## src/fpconv_pkg.sv

```systemverilog
// ----------------------------------------------------------------------------
// fpconv_pkg
// shared constants and conversion functions for the binary32/binary16 converter
// ----------------------------------------------------------------------------
package fpconv_pkg;

    typedef logic [31:0] t_word;

    // mode codes
    localparam logic MODE_S2H = 1'b0;
    localparam logic MODE_H2S = 1'b1;

    // field constants
    localparam logic [7:0] SGL_EXP_MAX   = 8'hff;
    localparam logic [4:0] HALF_EXP_MAX  = 5'h1f;
    localparam logic [9:0] HALF_MANT_MAX = 10'h3ff;
    localparam int         SGL_BIAS      = 127;
    localparam int         HALF_BIAS     = 15;

    // single exponent where the half exponent reaches zero, and where it overflows
    localparam logic [7:0] S2H_EXP_ZERO  = 8'(SGL_BIAS - HALF_BIAS);
    localparam logic [7:0] S2H_EXP_OVF   = 8'(SGL_BIAS - HALF_BIAS + 31);
    // at or below this the subnormal shift is past the 11-bit mantissa
    localparam logic [7:0] S2H_EXP_FLUSH = 8'(SGL_BIAS - HALF_BIAS - 10);
    // single exponent of a half subnormal whose leading one is at bit 0
    localparam logic [7:0] H2S_SUB_BASE  = 8'(SGL_BIAS - HALF_BIAS - 9);

    // single to half, truncating, saturating to signed infinity
    function automatic t_word f_s2h(input t_word x);
        logic        sign;
        logic [7:0]  exp8;
        logic [9:0]  mant;
        logic [7:0]  sh_full;
        logic [10:0] shifted;
        logic [4:0]  hexp;
        t_word       res;
        sign    = x[31];
        exp8    = x[30:23];
        mant    = x[22:13];
        sh_full = S2H_EXP_ZERO + 8'd1 - exp8;
        shifted = {1'b1, mant} >> sh_full[3:0];
        hexp    = 5'(exp8 - S2H_EXP_ZERO);
        if (exp8 <= S2H_EXP_FLUSH) begin
            res = {16'b0, sign, 15'b0};
        end else if (exp8 <= S2H_EXP_ZERO) begin
            res = {16'b0, sign, 5'b0, shifted[9:0]};
        end else if (exp8 >= S2H_EXP_OVF) begin
            res = {16'b0, sign, HALF_EXP_MAX, 10'b0};
        end else begin
            res = {16'b0, sign, hexp, mant};
        end
        return res;
    endfunction

    // half to single, exact
    function automatic t_word f_h2s(input logic [15:0] h);
        logic       sign;
        logic [4:0] hexp;
        logic [9:0] mant;
        logic [3:0] pos;
        logic [3:0] shamt;
        logic [9:0] nmant;
        t_word      res;
        sign  = h[15];
        hexp  = h[14:10];
        mant  = h[9:0];
        // leading-one search over the subnormal mantissa
        pos   = 4'd0;
        for (int i = 0; i < 10; i++) begin
            if (mant[i]) pos = 4'(i);
        end
        shamt = 4'd10 - pos;
        nmant = mant << shamt;
        if (hexp == 5'd0) begin
            if (mant == 10'd0) begin
                res = {sign, 31'b0};
            end else begin
                res = {sign, H2S_SUB_BASE + {4'b0, pos}, nmant, 13'b0};
            end
        end else if (hexp == HALF_EXP_MAX) begin
            res = {sign, SGL_EXP_MAX, mant, 13'b0};
        end else begin
            res = {sign, {3'b0, hexp} + S2H_EXP_ZERO, mant, 13'b0};
        end
        return res;
    endfunction

endpackage

```

## src/fp32_fp16_converter_top.sv

```systemverilog
// ----------------------------------------------------------------------------
// fp32_fp16_converter_top
// Converts one bit pattern per item between IEEE binary32 and binary16.
// i_mode 0 turns a single into a half (truncating, overflow, infinity and NaN
// go to signed infinity, tiny values to half subnormals or signed zero), the
// half lands in o_result_bits[15:0] with the upper half zero. i_mode 1 turns
// the half in i_operand_bits[15:0] into the exact single, keeping zero,
// infinity and NaN payload and normalizing subnormals. The block takes one
// item every cycle while the output is not stalled. An item is captured in
// the input register, then the conversion logic fills the result register,
// from which it leaves when the output takes it. Backpressure on the output
// stalls both stages together once both hold an item; an empty stage is
// always refilled, so no bubble is lost.
// ----------------------------------------------------------------------------
module fp32_fp16_converter_top
    import fpconv_pkg::*;
(
    input  logic        i_clk,
    input  logic        i_rst_n,
    // input channel
    input  logic        i_in_valid,
    output logic        o_in_ready,
    input  logic        i_mode,
    input  logic [31:0] i_operand_bits,
    // output channel
    output logic        o_out_valid,
    input  logic        i_out_ready,
    output logic [31:0] o_result_bits
);

    // input register stage
    logic  r_s1_valid;
    logic  r_s1_mode;
    t_word r_s1_operand;

    // result register stage
    logic  r_out_valid;
    logic  r_out_mode;
    t_word r_out_result;

    logic  s2_advance;   // result stage loads or empties this cycle
    logic  s1_advance;   // input stage loads a new item or empties this cycle
    t_word n_out_result;

    // result stage moves when it is empty or its item is being taken
    assign s2_advance = !r_out_valid || i_out_ready;
    // input stage can take an item when empty or passing its item on
    assign s1_advance = !r_s1_valid || s2_advance;
    assign o_in_ready = s1_advance;

    // the conversion itself, between the two registers
    always_comb begin
        unique case (r_s1_mode)
            MODE_S2H: n_out_result = f_s2h(r_s1_operand);
            MODE_H2S: n_out_result = f_h2s(r_s1_operand[15:0]);
            default:  n_out_result = f_s2h(r_s1_operand);
        endcase
    end

    // valid bits
    always_ff @(posedge i_clk) begin
        if (!i_rst_n) begin
            r_s1_valid  <= 1'b0;
            r_out_valid <= 1'b0;
        end else begin
            if (s1_advance) begin
                r_s1_valid <= i_in_valid;
            end
            if (s2_advance) begin
                r_out_valid <= r_s1_valid;
            end
        end
    end

    // payload, no reset needed
    always_ff @(posedge i_clk) begin
        if (s1_advance && i_in_valid) begin
            r_s1_mode    <= i_mode;
            r_s1_operand <= i_operand_bits;
        end
        if (s2_advance && r_s1_valid) begin
            r_out_mode   <= r_s1_mode;
            r_out_result <= n_out_result;
        end
    end

    assign o_out_valid   = r_out_valid;
    assign o_result_bits = r_out_result;

`ifndef ASSERT_OFF
    // an accepted item always occupies the input stage next cycle
    a_accept_loads: assert property (@(posedge i_clk) disable iff (!i_rst_n)
        (i_in_valid && o_in_ready) |=> r_s1_valid)
        else $error("accepted item not captured");

    // a held item in the input stage is not dropped or altered
    a_s1_hold: assert property (@(posedge i_clk) disable iff (!i_rst_n)
        (r_s1_valid && !s2_advance) |=> (r_s1_valid && $stable(r_s1_operand)))
        else $error("input stage item lost while stalled");

    // half results keep the upper half clear
    a_half_upper_zero: assert property (@(posedge i_clk) disable iff (!i_rst_n)
        (r_out_valid && r_out_mode == MODE_S2H) |-> (r_out_result[31:16] == 16'd0))
        else $error("half result has upper bits set");

    // single to half never produces a NaN
    a_no_half_nan: assert property (@(posedge i_clk) disable iff (!i_rst_n)
        (r_out_valid && r_out_mode == MODE_S2H && r_out_result[14:10] == HALF_EXP_MAX)
        |-> (r_out_result[9:0] == 10'd0))
        else $error("half NaN produced");

    // half to single exponents stay in the reachable set
    a_h2s_exp_range: assert property (@(posedge i_clk) disable iff (!i_rst_n)
        (r_out_valid && r_out_mode == MODE_H2S)
        |-> (r_out_result[30:23] == 8'd0 || r_out_result[30:23] == SGL_EXP_MAX ||
             (r_out_result[30:23] >= H2S_SUB_BASE && r_out_result[30:23] <= S2H_EXP_OVF)))
        else $error("single exponent out of half range");
`endif

endmodule
```

## config.mk

```make
export PLATFORM = sky130hd
export DESIGN_NAME = fp32_fp16_converter_top
export DESIGN_NICKNAME = d
export VERILOG_FILES = /design/src/fpconv_pkg.sv /design/src/fp32_fp16_converter_top.sv
export SDC_FILE = /design/constraint.sdc
export NUM_CORES = 1
export LEC_CHECK = 0
export ABC_AREA = 1
export ABC_CLOCK_PERIOD_IN_PS = 3150
export BUFFER_PORTS_ARGS = -buffer_cell sky130_fd_sc_hd__buf_2
export CAP_MARGIN = 0
export CORE_UTILIZATION = 40
export CTS_CLUSTER_DIAMETER = 30
export DETAILED_ROUTE_END_ITERATION = 10
export HOLD_SLACK_MARGIN = 0.12
export PLACE_DENSITY = 0.7
export SLEW_MARGIN = 10
export SYNTH_ARGS = -nofsm -noshare
export SYNTH_HDL_FRONTEND = slang
export SYNTH_SLANG_ARGS = --single-unit
```

## constraint.sdc

```tcl
create_clock -name i_clk -period 3.15 [get_ports i_clk]
set_clock_uncertainty 0.15 [all_clocks]
set_input_delay 0.315 -clock i_clk [delete_from_list [all_inputs] [get_ports i_clk]]
set_output_delay 0.315 -clock i_clk [all_outputs]
set_load 0.005 [all_outputs]
```

==> metrics <==
HPWL Detailed 5980 um; vias in the first global route 2,762; Worst R2R Path Depth 16; pre-CTS setup slack 0.395 ns; post-route insts no fill 599; total grt overflow 0; crit path kind register to register; core area 0.00834 mm2; commonest cells after routing, fill and taps aside nand2_1, buf_2, edfxtp_1; Final min period 2.82 ns; root buffer cell clkbuf_8; DRT Pass-1 Iters 5; Hold Path End r_s1_valid; post-detailed-route count of antenna-violating nets 0; sequential fraction of the synthesis area 0.562; mean post-synth cell area 9.18 um2; DR WL/cell 14.2 um; layout cell share with drive strength beyond 1 0.217; CP max FO 12; Vert. Die Dim 95.4 um; first-pass GRT wire length 13,400 um; Placed Cells 547; Die W 95.4 um; vias post-DR 3,005; flop-to-flop setup slack 0.33 ns; # rows 33; Max-slew headroom 0.463; max-cap viol count 0; Final Max Slew Viols 0; die area 0.00910 mm2; HP Start i_out_ready; post-synthesis cell area 0.00349 mm2; most common cell after layout, fill and taps aside nand2_1; CP max stage delay 0.47 ns; CTS Buf Count 9; Port Buffers 70; Req. time, crit path 3.06 ns; hold crit path type input pin to register; RSZ-0062 raised after global routing no; worst-path cell chain nand2_1, nand2_1, nand2_1, nand2_1, nand2_2, nand2_4, nand2_4, inv_1, ha_1, inv_1, nor2_1, a21oi_1, a21oi_1, nand2_1, nand2_1, a21oi_2; clk_lat worst skew 0.33 ns; setup TNS 0 ns; post-CTS setup buffers 0; Worst Path Arrival 2.73 ns; PwrDens 448 mW/mm2; Setup crit start kind register; Worst path most repeated cell nand2_1; TritonCTS clock tree yes; worst slew pin tran 0.802 ns; Hold Slack 0.208 ns; Final Wtd Congestion 0.950; Starting Density 0.418; Leakage 1.96 nW; Min-Delay Path Depth 4; Global Route Usage Sum 0.197; clock-pin slew on the worst setup and hold paths 0.07 ns; peak supply drop 0.000223 V; # DRC 0; cell family with most CP delay simple AND/OR/NAND/NOR gates; Final period util 0.895; Worst setup EP type register; FF-to-FF Start r_s1_operand[1]; Layout fillers 776; status finished, final reports clean; fmax 0.355 GHz; #FFs+latches synth 66; initial antenna violation count 0; cells after synthesis 380; H-tree Lvls 3; Slowest-stage cell, CP edfxtp_1; clock buffer depth 2; WP buf/inv 2; worst r2r dst o_result_bits[21]; Sink Count 66; Ports 71; DR vias/cell 5.02; Total Power 2.01 mW; Final nets 530; synth-to-layout area growth 28.6%; Inserted Diodes 0; First DRT Iteration DRCs 265; Ys Warns 0; post-synth cell types 34; Final WS setup 0.329 ns; Syn Nets 421; DRT Wirelength 8500 um; # setup viols final 0; Final Hold Viols 0; largest net degree at the start of global routing 34
==> Yosys cell counts, drive strengths merged <==
| cell | number | area share |
|---|---|---|
| nand2 | 107 | 0.12 |
| o21ai | 19 | 0.027 |
| edfxtp | 64 | 0.55 |
| mux2i | 1 | 0.0029 |
| nor2 | 21 | 0.030 |
| o311ai | 1 | 0.0025 |
| xor2 | 1 | 0.0025 |
| o211ai | 7 | 0.015 |
| dfxtp | 2 | 0.011 |
| a21oi | 35 | 0.051 |
| o22ai | 1 | 0.0018 |
| clkbuf | 6 | 0.0065 |
| a31oi | 5 | 0.0090 |
| nand3 | 35 | 0.053 |
| nor3 | 4 | 0.0057 |
| xnor2 | 1 | 0.0079 |
| o31ai | 2 | 0.0043 |
| buf | 6 | 0.011 |
| ha | 4 | 0.014 |
| inv | 50 | 0.054 |
| and2 | 1 | 0.0018 |
| or2 | 1 | 0.0018 |
| nand4 | 5 | 0.0090 |
| nor4 | 1 | 0.0018 |
==> routing by layer <==
| layer | part of all wire | wire length, um | global-route usage | up-vias |
|---|---|---|---|---|
| met4 | 0.011 | 92 | 0.0771 | 0 |
| met2 | 0.46 | 3900 | 0.302 | 117 |
| met5 | 0 | 0 | 0 | - |
| met3 | 0.053 | 452 | 0.0343 | 9 |
| met1 | 0.48 | 4050 | 0.278 | 1368 |
| li1 | - | - | - | 1511 |
==> power by group <==
part	internal [mW]	switching (mW)
sequential	1.02	0.0348
combinational	0.131	0.192
clock	0.329	0.304
total	1.48	0.531
==> metrics by stage <==
stage,util,area (um2)
floorplan,-,3490
global placement,0.474,3950
detailed placement,0.474,3950
CTS,0.538,4490
global route,0.538,4490
finish,0.538,4490
==> worst min-delay path: stages <==
cell,delay (ns)
buf_2,0.07
inv_1,0.07
nand3_1,0.11
a21oi_1,0.07
==> layout make-up <==
class / count / area, um2 / share of cell area
Tap cell: 105 / 131 / 0.0293
Inverter: 50 / 188 / 0.0418
Multi-Input combinational cell: 252 / 1290 / 0.287
Timing Repair Buffer: 110 / 741 / 0.165
Clock inverter: 2 / 12.5 / 0.00279
Clock buffer: 14 / 163 / 0.0363
Sequential cell: 66 / 1960 / 0.437
==> timing repair <==
action | 4_1_cts | 5_1_grt
hold buffers | 36 | 0
endpoints found under the hold margin | 35 | 0
gates resized for setup | 0 | 0
==> sequential cells by signal, indices dropped and copies added, names as in the netlist <==
| register | flops |
|---|---|
| o_out_valid | 1 |
| o_result_bits | 31 |
| r_s1_mode | 1 |
| r_s1_operand | 32 |
| r_s1_valid | 1 |
==> logic make-up (layout without fill, tap and decap cells) <==
| group | count (synthesis) | in the layout | share of synthesized area |
|---|---|---|---|
| adders and majority gates | 4 | 4 | 0.0143 |
| AOI/OAI and AO/OA | 70 | 70 | 0.111 |
| xor gates and xnor gates | 2 | 2 | 0.0104 |
| and+or+nand+nor | 175 | 175 | 0.227 |
| buffers and inverters | 62 | 176 | 0.0714 |
| muxes | 1 | 1 | 0.00287 |
| DFF | 66 | 66 | 0.562 |
==> worst max-delay path by stage <==
stage	cells after the start	slack [ns]	endpoint	startpoint
after detailed placement	16	0.40	o_result_bits[21]	r_s1_operand[1]
after floorplan	18	0.55	o_result_bits[21]	r_s1_operand[1]
after global placement	16	0.49	o_result_bits[21]	r_s1_operand[1]
final	16	0.33	o_result_bits[21]	r_s1_operand[1]
after global routing	16	0.12	o_result_bits[21]	r_s1_operand[1]
after CTS	16	0.37	o_result_bits[21]	r_s1_operand[1]
No activity file was read; power rests on OpenSTA's default activity.
